File: src/rtl/longest_increasing_subsequence_macros.svh
// Assertion macros used by the datapath of the increasing-subsequence engine.
`ifndef LONGEST_INCREASING_SUBSEQUENCE_MACROS_SVH
`define LONGEST_INCREASING_SUBSEQUENCE_MACROS_SVH

// Same-cycle implication, checked on every rising edge outside reset.
`define LIS_ASSERT_NOW(label, clk, rst_n, ante, cons, msg) \
    label: assert property (@(posedge clk) disable iff (!rst_n) (ante) |-> (cons)) \
        else $error(msg);

// Next-cycle implication, checked on every rising edge outside reset.
`define LIS_ASSERT_NEXT(label, clk, rst_n, ante, cons, msg) \
    label: assert property (@(posedge clk) disable iff (!rst_n) (ante) |=> (cons)) \
        else $error(msg);

`endif

File: src/rtl/lis_pkg.sv
// ----------------------------------------------------------------------------
// lis_pkg
// Shared constants, FSM states and controller/datapath interface structs for
// the longest-increasing-subsequence engine.
// ----------------------------------------------------------------------------
package lis_pkg;

    localparam int MAX_ELEMENTS = 64;
    localparam int IDX_W        = $clog2(MAX_ELEMENTS);
    localparam int LEN_W        = 7;
    localparam int VAL_W        = 32;

    typedef enum logic [3:0] {
        ST_LOAD,
        ST_ROW,
        ST_VI,
        ST_SCAN,
        ST_WRITE,
        ST_WINIT,
        ST_WRD,
        ST_WSTEP,
        ST_ERD1,
        ST_ERD2,
        ST_EOUT
    } t_lis_state;

    typedef struct packed {
        logic load;
        logic row;
        logic vi;
        logic scan;
        logic row_wr;
        logic walk_init;
        logic walk_rd;
        logic walk_step;
        logic emit_rd1;
        logic emit_rd2;
        logic emit_out;
    } t_lis_cmd;

    typedef struct packed {
        logic scan_done;
        logic rows_done;
        logic walk_end;
        logic emit_last;
        logic out_free;
    } t_lis_status;

endpackage

File: src/rtl/longest_increasing_subsequence.sv
// ----------------------------------------------------------------------------
// longest_increasing_subsequence
// Loads a signed sequence, finds its longest strictly increasing subsequence
// by quadratic DP and emits it in position order.
// ----------------------------------------------------------------------------
//  channel | direction | handshake                  | payload
//  in      | input     | i_in_valid / o_in_stall    | i_element_value, i_is_final
//  out     | output    | o_out_valid / i_out_stall  | o_sub_value, o_run_end,
//          |           |                            | o_sub_length, o_overflowed
//
//  Loading accepts one item per cycle. Then element i gets row read, value
//  latch, one compare a cycle against each earlier element on the single
//  comparator and value memory port, a drain step and write-back; the
//  walk-back a setup step, then a read and step per result; emission a path
//  read, value read and output load per result, waiting out output stall. The
//  input is stalled from the final item until the last result is in the output
//  register. Reset is synchronous, active low; it clears the element count,
//  overflow flag, scan data-valid, controller state and output valid only.
// ----------------------------------------------------------------------------
module longest_increasing_subsequence (
    input  logic                        i_clk,
    input  logic                        i_rst_n,
    input  logic                        i_in_valid,
    output logic                        o_in_stall,
    input  logic [lis_pkg::VAL_W-1:0]   i_element_value,
    input  logic                        i_is_final,
    output logic                        o_out_valid,
    input  logic                        i_out_stall,
    output logic [lis_pkg::VAL_W-1:0]   o_sub_value,
    output logic                        o_run_end,
    output logic [lis_pkg::LEN_W-1:0]   o_sub_length,
    output logic                        o_overflowed
);
    import lis_pkg::*;

    t_lis_cmd    cmd;
    t_lis_status sts;

    lis_ctrl u_ctrl (
        .i_clk      (i_clk),
        .i_rst_n    (i_rst_n),
        .i_in_valid (i_in_valid),
        .i_is_final (i_is_final),
        .o_in_stall (o_in_stall),
        .i_sts      (sts),
        .o_cmd      (cmd)
    );

    lis_datapath u_datapath (
        .i_clk           (i_clk),
        .i_rst_n         (i_rst_n),
        .i_cmd           (cmd),
        .o_sts           (sts),
        .i_element_value (i_element_value),
        .i_out_stall     (i_out_stall),
        .o_out_valid     (o_out_valid),
        .o_sub_value     (o_sub_value),
        .o_run_end       (o_run_end),
        .o_sub_length    (o_sub_length),
        .o_overflowed    (o_overflowed)
    );

endmodule

File: src/rtl/lis_ctrl.sv
// ----------------------------------------------------------------------------
// lis_ctrl
// Sequencer: load, per-element scan, path walk-back and result emission.
// ----------------------------------------------------------------------------
module lis_ctrl (
    input  logic                 i_clk,
    input  logic                 i_rst_n,
    input  logic                 i_in_valid,
    input  logic                 i_is_final,
    output logic                 o_in_stall,
    input  lis_pkg::t_lis_status i_sts,
    output lis_pkg::t_lis_cmd    o_cmd
);
    import lis_pkg::*;

    t_lis_state r_state;
    t_lis_state n_state;

    always_ff @(posedge i_clk) begin
        if (!i_rst_n) begin
            r_state <= ST_LOAD;
        end else begin
            r_state <= n_state;
        end
    end

    always_comb begin
        n_state    = r_state;
        o_cmd      = '0;
        o_in_stall = (r_state != ST_LOAD);
        case (r_state)
            ST_LOAD: begin
                if (i_in_valid) begin
                    o_cmd.load = 1'b1;
                    if (i_is_final) n_state = ST_ROW;
                end
            end
            ST_ROW: begin
                o_cmd.row = 1'b1;
                n_state   = ST_VI;
            end
            ST_VI: begin
                o_cmd.vi = 1'b1;
                n_state  = ST_SCAN;
            end
            ST_SCAN: begin
                o_cmd.scan = 1'b1;
                if (i_sts.scan_done) n_state = ST_WRITE;
            end
            ST_WRITE: begin
                o_cmd.row_wr = 1'b1;
                n_state      = i_sts.rows_done ? ST_WINIT : ST_ROW;
            end
            ST_WINIT: begin
                o_cmd.walk_init = 1'b1;
                n_state         = ST_WRD;
            end
            ST_WRD: begin
                o_cmd.walk_rd = 1'b1;
                n_state       = ST_WSTEP;
            end
            ST_WSTEP: begin
                o_cmd.walk_step = 1'b1;
                n_state         = i_sts.walk_end ? ST_ERD1 : ST_WRD;
            end
            ST_ERD1: begin
                o_cmd.emit_rd1 = 1'b1;
                n_state        = ST_ERD2;
            end
            ST_ERD2: begin
                o_cmd.emit_rd2 = 1'b1;
                n_state        = ST_EOUT;
            end
            ST_EOUT: begin
                if (i_sts.out_free) begin
                    o_cmd.emit_out = 1'b1;
                    n_state        = i_sts.emit_last ? ST_LOAD : ST_ERD1;
                end
            end
            default: begin
                n_state = ST_LOAD;
            end
        endcase
    end

endmodule

File: src/rtl/lis_datapath.sv
// ----------------------------------------------------------------------------
// lis_datapath
// Element, length, link and path memories, one shared signed comparator,
// scan/walk/emit counters and the output register.
// ----------------------------------------------------------------------------
`include "longest_increasing_subsequence_macros.svh"

module lis_datapath (
    input  logic                        i_clk,
    input  logic                        i_rst_n,
    input  lis_pkg::t_lis_cmd           i_cmd,
    output lis_pkg::t_lis_status        o_sts,
    input  logic [lis_pkg::VAL_W-1:0]   i_element_value,
    input  logic                        i_out_stall,
    output logic                        o_out_valid,
    output logic [lis_pkg::VAL_W-1:0]   o_sub_value,
    output logic                        o_run_end,
    output logic [lis_pkg::LEN_W-1:0]   o_sub_length,
    output logic                        o_overflowed
);
    import lis_pkg::*;

    // memories
    logic [VAL_W-1:0] value_store [MAX_ELEMENTS];
    logic [LEN_W-1:0] best_length [MAX_ELEMENTS];
    logic [IDX_W-1:0] predecessor [MAX_ELEMENTS];
    logic [IDX_W-1:0] path_stack  [MAX_ELEMENTS];

    // registered read data
    logic [VAL_W-1:0] r_rd_value;
    logic [LEN_W-1:0] r_rd_len;
    logic [IDX_W-1:0] r_rd_pred;
    logic [IDX_W-1:0] r_rd_path;

    // control state
    logic [LEN_W-1:0] r_load_count;
    logic             r_ovf;
    logic             r_dv;
    logic             r_out_valid;

    // working registers
    logic [IDX_W-1:0] r_i;
    logic [IDX_W-1:0] r_j;
    logic [IDX_W-1:0] r_jd;
    logic [VAL_W-1:0] r_vi;
    logic [LEN_W-1:0] r_len;
    logic [IDX_W-1:0] r_prev;
    logic [LEN_W-1:0] r_top_len;
    logic [IDX_W-1:0] r_top_pos;
    logic [IDX_W-1:0] r_pos;
    logic [LEN_W-1:0] r_cnt;
    logic [IDX_W-1:0] r_k;
    logic [VAL_W-1:0] r_out_value;
    logic             r_out_end;
    logic [LEN_W-1:0] r_out_len;
    logic             r_out_ovf;

    logic             issue;
    logic             longer;
    logic [IDX_W-1:0] val_addr;
    logic [IDX_W-1:0] len_addr;
    logic [LEN_W-1:0] emit_idx;

    assign issue    = (i_cmd.vi || i_cmd.scan) && (r_j != r_i);
    assign longer   = ($signed(r_rd_value) < $signed(r_vi)) &&
                      ((r_rd_len + LEN_W'(1)) > r_len);
    assign val_addr = i_cmd.row ? r_i : (i_cmd.emit_rd2 ? r_rd_path : r_j);
    assign len_addr = i_cmd.walk_rd ? r_pos : r_j;
    assign emit_idx = r_cnt - LEN_W'(1) - LEN_W'(r_k);

    assign o_sts.scan_done = (r_j == r_i) && !r_dv;
    assign o_sts.rows_done = (LEN_W'(r_i) + LEN_W'(1)) == r_load_count;
    assign o_sts.walk_end  = (r_rd_len <= LEN_W'(1));
    assign o_sts.emit_last = (LEN_W'(r_k) + LEN_W'(1)) == r_cnt;
    assign o_sts.out_free  = !r_out_valid || !i_out_stall;

    // memory ports
    always_ff @(posedge i_clk) begin
        if (i_cmd.load && (r_load_count < LEN_W'(MAX_ELEMENTS))) begin
            value_store[r_load_count[IDX_W-1:0]] <= i_element_value;
        end
        // hold the read data while an emitted item waits on the output
        if (i_cmd.row || issue || i_cmd.emit_rd2) begin
            r_rd_value <= value_store[val_addr];
        end
    end

    always_ff @(posedge i_clk) begin
        if (i_cmd.row_wr) begin
            best_length[r_i] <= r_len;
            predecessor[r_i] <= r_prev;
        end
        r_rd_len  <= best_length[len_addr];
        r_rd_pred <= predecessor[r_pos];
    end

    always_ff @(posedge i_clk) begin
        if (i_cmd.walk_step) begin
            path_stack[r_cnt[IDX_W-1:0]] <= r_pos;
        end
        if (i_cmd.emit_rd1) begin
            r_rd_path <= path_stack[emit_idx[IDX_W-1:0]];
        end
    end

    // control registers
    always_ff @(posedge i_clk) begin
        if (!i_rst_n) begin
            r_load_count <= '0;
            r_ovf        <= 1'b0;
            r_dv         <= 1'b0;
            r_out_valid  <= 1'b0;
        end else begin
            r_dv <= issue;
            if (i_cmd.load) begin
                if (r_load_count < LEN_W'(MAX_ELEMENTS)) begin
                    r_load_count <= r_load_count + LEN_W'(1);
                end else begin
                    r_ovf <= 1'b1;
                end
            end
            if (i_cmd.emit_out) begin
                r_out_valid <= 1'b1;
                // sequence done: start a fresh one
                if (o_sts.emit_last) begin
                    r_load_count <= '0;
                    r_ovf        <= 1'b0;
                end
            end else if (!i_out_stall) begin
                r_out_valid <= 1'b0;
            end
        end
    end

    // working registers
    always_ff @(posedge i_clk) begin
        if (i_cmd.load) begin
            r_i       <= '0;
            r_top_len <= '0;
        end
        if (i_cmd.row) begin
            r_j    <= '0;
            r_len  <= LEN_W'(1);
            r_prev <= '0;
        end
        if (i_cmd.vi) begin
            r_vi <= r_rd_value;
        end
        if (issue) begin
            r_j <= r_j + IDX_W'(1);
        end
        r_jd <= r_j;
        // strictly longer only: ties keep the earliest predecessor
        if (i_cmd.scan && r_dv && longer) begin
            r_len  <= r_rd_len + LEN_W'(1);
            r_prev <= r_jd;
        end
        if (i_cmd.row_wr) begin
            r_i <= r_i + IDX_W'(1);
            if (r_len >= r_top_len) begin
                r_top_len <= r_len;
                r_top_pos <= r_i;
            end
        end
        if (i_cmd.walk_init) begin
            r_pos <= r_top_pos;
            r_cnt <= '0;
            r_k   <= '0;
        end
        if (i_cmd.walk_step) begin
            r_cnt <= r_cnt + LEN_W'(1);
            r_pos <= r_rd_pred;
        end
        if (i_cmd.emit_out) begin
            r_k         <= r_k + IDX_W'(1);
            r_out_value <= r_rd_value;
            r_out_end   <= o_sts.emit_last;
            r_out_len   <= r_cnt;
            r_out_ovf   <= r_ovf;
        end
    end

    assign o_out_valid  = r_out_valid;
    assign o_sub_value  = r_out_value;
    assign o_run_end    = r_out_end;
    assign o_sub_length = r_out_len;
    assign o_overflowed = r_out_ovf;

    `LIS_ASSERT_NOW(a_count_cap, i_clk, i_rst_n, 1'b1, r_load_count <= LEN_W'(MAX_ELEMENTS), "load count above capacity")
    `LIS_ASSERT_NOW(a_ovf_full, i_clk, i_rst_n, r_ovf, r_load_count == LEN_W'(MAX_ELEMENTS), "overflow flagged with free space")
    `LIS_ASSERT_NOW(a_len_bound, i_clk, i_rst_n, i_cmd.scan, r_len <= (LEN_W'(r_i) + LEN_W'(1)), "chain longer than its prefix")
    `LIS_ASSERT_NOW(a_path_len, i_clk, i_rst_n, i_cmd.emit_out, r_cnt == r_top_len, "walked path length differs from best length")
    `LIS_ASSERT_NEXT(a_emit_valid, i_clk, i_rst_n, i_cmd.emit_out, r_out_valid, "emitted item not presented")

endmodule
File: config.mk
export PLATFORM = sky130hd
export DESIGN_NAME = longest_increasing_subsequence
export DESIGN_NICKNAME = d
export VERILOG_FILES = /design/src/rtl/lis_pkg.sv /design/src/rtl/longest_increasing_subsequence.sv /design/src/rtl/lis_ctrl.sv /design/src/rtl/lis_datapath.sv
export VERILOG_INCLUDE_DIRS = /design/src /design/src/rtl
export SDC_FILE = /design/constraint.sdc
export NUM_CORES = 2
export LEC_CHECK = 0
export BUFFER_PORTS_ARGS = -buffer_cell sky130_fd_sc_hd__buf_2
export CAP_MARGIN = 20
export CORE_UTILIZATION = 49
export CTS_CLUSTER_DIAMETER = 60
export DETAILED_ROUTE_END_ITERATION = 10
export PLACE_DENSITY = 0.7
export RECOVER_POWER = 25
export REMOVE_ABC_BUFFERS = 1
export SETUP_SLACK_MARGIN = 0.15
export SYNTH_ARGS = -nofsm -noshare
export SYNTH_HDL_FRONTEND = slang
export SYNTH_HIERARCHICAL = 1
export SYNTH_SLANG_ARGS = --single-unit
File: constraint.sdc
create_clock -name i_clk -period 5.25 [get_ports i_clk]
set_input_delay 1.05 -clock i_clk [delete_from_list [all_inputs] [get_ports i_clk]]
set_output_delay 1.05 -clock i_clk [all_outputs]
set_load 0.02 [all_outputs]
==> impl_summary.md <==
Run status
The run finished, with violations left. The final reports fail on max-capacitance violations, max-slew violations.

Synth
After synthesis the cells add up to 0.141 mm^2. Yosys printed 6 warnings. A synthesized cell averages 16.8 um^2. The number of library cell types mapped by synthesis is 74. Counting flops with a built-in enable in the synthesized netlist gives 3425. The fraction of registers with async set or reset after synthesis is 0. The number of flip-flops and latches in the synthesized netlist is between 3k and 4k. The primary flip-flop cell chosen by synthesis mapping is edfxtp_1. The gate count after technology mapping is roughly 8.4k. The share of the Yosys chip area taken by registers is 0.736.

GRT
For this run, global-route usage on met2 was measured as 0.397. After global routing, the most crowded layer is met2. The number of antenna violations at the first check in global routing is 12.

Entering global routing, the biggest net connects roughly 140 pins. The global-route met1 utilization is 0.344. The number of global-route vias before repair is 78.4k. The global-route wire length before repair is 528000 um.

The total congestion overflow after global routing is 0. The overall global routing resource usage is 0.248. For met3 alone, demand over resource in global routing was 0.0421.

Clock tree
TritonCTS built the clock tree. CTS built an H-tree with a depth of 5. Once the clock tree was built, the setup fixing pass inserted 0 buffers. Post-CTS repair changed the size of 0 cells. The post-CTS clock slew at the launch and capture registers of the worst setup and hold paths is 0.06 ns. TritonCTS created 355 clock buffers. In this run the deepest clock path goes through 4 buffers.

The cts-stage hold buffer count is 0. For the worst-skew pair, the clock arrives at the later sink with an insertion delay of 0.96 ns. The master cell of the clock root buffer is clkbuf_16.

The total clock sinks is between 3k and 4k.

Timing
The share of the clock period used by the worst path after layout is 0.879. The final count of pins violating max slew was 1618. The final hold violation count is 0. Timing would allow up to between 200 and 250 MHz.

The sum of negative setup slack is 0 ns. Setup repair after global routing left no endpoint under its margin. The worst-case headroom to the max-slew limit is -1.14. Setup violations remaining at the end of the flow were counted as 0. The minimum setup slack in the final design is 0.634 ns. The pin slew with the least headroom to its limit is 3.21 ns.

After layout, the minimum clock period comes to 4.62 ns. The post-route clock skew is 0.0879 ns. Hold is met by 0.467 ns.

Floorplanning
80 I/O pins were placed. The initial core utilization is 0.493. In this run the standard cell core region covers 0.285 mm^2. The die width is 538 um.

The die is about 540 um tall. The floorplan has 196 rows. The area of the die is roughly 0.29 mm^2.

Layout
The share of post-route cells with drive strength above 1 is 0.143. The final-stage net count is 8668. The utilization after layout is 0.556.

The most common cell after layout, fill and taps aside is edfxtp_1. The layout filler cell count is about 21k. The relative area change from synthesis to final layout is 12.8%. In the layout the commonest cells are edfxtp_1, mux2i_1, nand2_1, clkbuf_16, nand3_1.

Power and ir drop
The maximum vdd drop is 0.434 mV. The analysis attributes to cell leakage a power of roughly 53 nW. The power density over cell area is about 440 mW/mm^2. The total power is around 70 mW.

Critical path
In this run the worst path has a maximum fanout of 54. The longest individual stage delay on the worst path is 0.72 ns. The worst-path cell with the longest stage delay is dfxtp_1. The startpoint-to-endpoint class of the critical path is flip-flop to flip-flop. The kind of start point of the critical path is a flip-flop. Counting buffers and inverters, the worst setup path is 10 cells deep. Grouping stages by cell kind, the critical path spends the most delay in compound AO/OA/AOI/OAI gates.

STA puts the critical path data required time at 5.94 ns. The worst setup slack for register-to-register paths is 0.63 ns. The worst register-to-register path ends at u_datapath/r_rd_value[17]$_DFFE_PP_.

The most frequent cell on the critical path is mux2i_1. The critical path goes through and3_1 -> mux2i_1 -> o21ai_4 -> buf_12 -> buf_12 -> mux2i_1 -> mux2i_1 -> a22oi_1 -> nand4_1 -> mux2_2. The worst register-to-register path begins at u_ctrl/r_state[0]$_SDFFE_PN0P_. The capturing instance or port of the critical path is u_datapath/r_rd_value[17]$_DFFE_PP_. At the worst endpoint, the arrival time is ~5.3 ns. The path depth of the worst reg2reg path is 10. The critical path contains buffers and inverters numbering 2 combined. The critical path starts at u_ctrl/r_state[0]$_SDFFE_PN0P_. The worst setup path is captured at a flip-flop.

Routing
The detailed-router iteration count before antenna repair is 6. The post-detailed-route count of antenna-violating nets is 0. The post-detailed-route wirelength per cell is 29.1 um. The routed layout has 80.2k vias. In the routed design, unresolved DRC markers number 0. For this block, the routed nets add up to 367000 um of wire. After the first detailed-routing iteration, the DRC count stood at a little over 10k. Using the TritonRoute via totals, the vias-per-cell ratio works out to ~6.4.

Job
The tool flagged a number of max-cap violations equal to 28.

Placement
After legalization and detailed placement, the total HPWL measured 205000 um. The number of I/O port buffers is 79. OpenSTA, run right after detailed placement, puts the worst setup slack at around 0.6 ns. The final weighted congestion in routability-driven placement is 0.848.

Hold path
The tightest min-delay check is of the flip-flop to flip-flop type.
[cell type report]
class                           instances  area, um^2  share of cell area
Sequential cell                      3465      104000               0.653
Multi-Input combinational cell       4223       35000               0.220
Clock buffer                          446        9360              0.0590
Tap cell                             3762        4710              0.0296
Timing Repair Buffer                  404        3600              0.0227
Clock inverter                        194        1960              0.0124
Inverter                              124         478             0.00301
Antenna cell                            7        17.5            0.000110
[logic make-up after synthesis]
| kind of cell | Yosys count | synth area share |
|---|---|---|
| flip-flops | 3465 | 0.736 |
| AO/OA/AOI/OAI | 1198 | 0.0631 |
| buffers and inverters | 668 | 0.0203 |
| multiplexers | 1437 | 0.125 |
| AND/OR/NAND/NOR | 1483 | 0.0473 |
| XOR/XNOR | 47 | 0.00292 |
| adder cells (fa/ha/maj) | 58 | 0.00521 |
[synthesized netlist by cell type (11+ instances only)]
master     instances  share of area
o2111ai_1         28         0.0017
nand3_1          295          0.010
nand2_1          610          0.016
edfxtp_1        3425           0.73
mux4_2           250          0.040
nor4_1            64         0.0028
o21ai_0           12        0.00043
o41ai_1           44         0.0027
xor2_1            23         0.0014
xnor2_1           24         0.0015
buf_2            188         0.0067
nor2b_1           22        0.00098
ha_1              57         0.0051
mux2i_1         1148          0.082
o221ai_1          14        0.00087
buf_4             14        0.00075
dfxtp_1           40         0.0057
nand3b_1          11        0.00059
a211oi_1         231          0.012
mux2_2            38         0.0030
clkbuf_1         293         0.0078
a211o_1           63         0.0039
a41oi_1           50         0.0031
nor3_1            17        0.00060
a31oi_1           15        0.00067
a32oi_1          126         0.0078
nand2b_1          15        0.00067
buf_1             41         0.0011
o31ai_1           14        0.00075
and2_1            23         0.0010
a21boi_0          14        0.00075
o21bai_1          33         0.0018
nand4_1           74         0.0033
a21o_1            36         0.0019
o211ai_1         126         0.0067
nor2_1           306         0.0082
a22oi_1          128         0.0068
inv_1            118         0.0031
a21oi_1          212         0.0075
[registers in the layout (all words and copies together), names as in the netlist, 6 cells and up]
| name | flops |
|---|---|
| u_datapath/predecessor | 384 |
| u_datapath/o_sub_length | 7 |
| u_datapath/r_top_len | 7 |
| u_datapath/r_rd_value | 32 |
| u_datapath/r_j | 6 |
| u_datapath/r_load_count | 7 |
| u_datapath/path_stack | 384 |
| u_datapath/r_i | 6 |
| u_datapath/r_vi | 32 |
| u_datapath/r_cnt | 7 |
| u_datapath/r_rd_len | 7 |
| u_datapath/r_len | 7 |
| u_datapath/best_length | 448 |
| u_datapath/value_store | 2048 |
| u_datapath/r_rd_path | 6 |
| u_datapath/r_prev | 6 |
| u_datapath/o_sub_value | 32 |
| u_datapath/r_pos | 6 |
| u_datapath/r_rd_pred | 6 |
| u_datapath/r_top_pos | 6 |
| u_datapath/r_k | 6 |
| u_datapath/r_jd | 6 |
[power by group]
part           leakage [nW]  switching [mW]  internal (mW)
registers              31.2           0.502           31.0
logic                  16.3            8.79           4.96
clock network          5.50            10.6           14.1
total                  53.0            19.8           50.1
[metrics by stage]
| stage | cell area [um^2] | instances |
|---|---|---|
| after floorplan | 138000 | 7812 |
| after global placement | 147000 | 12000 |
| after detailed placement | 147000 | 12000 |
| after CTS | 159000 | 12600 |
| after global routing | 159000 | 12600 |
| final | 159000 | 12600 |
[per-layer routing]
layer | vias up | wire length (um) | part of all wire
li1 | 33900 | - | -
met4 | 4 | 14000 | 0.038
met1 | 41000 | 144000 | 0.39
met2 | 4534 | 173000 | 0.47
met3 | 752 | 35600 | 0.097
met5 | - | 21 | 0.000057
[how the worst min path moves through the flow]
stage	to	from	slack (ns)	cells past startpoint
2_1_floorplan	u_datapath/o_overflowed$_DFFE_PP_	u_datapath/r_ovf$_SDFF_PN0_	0.41	0
3_3_place_gp	u_datapath/o_overflowed$_DFFE_PP_	u_datapath/r_ovf$_SDFF_PN0_	0.43	0
3_5_place_dp	u_datapath/o_overflowed$_DFFE_PP_	u_datapath/r_ovf$_SDFF_PN0_	0.43	0
4_1_cts	u_datapath/o_overflowed$_DFFE_PP_	u_datapath/r_ovf$_SDFF_PN0_	0.45	0
5_1_grt	u_datapath/value_store[3][31]$_DFFE_PP_	i_element_value[31]	0.46	1
6_report	u_datapath/o_overflowed$_DFFE_PP_	u_datapath/r_ovf$_SDFF_PN0_	0.47	0
Note: power is estimated with default switching activity, not from simulation.
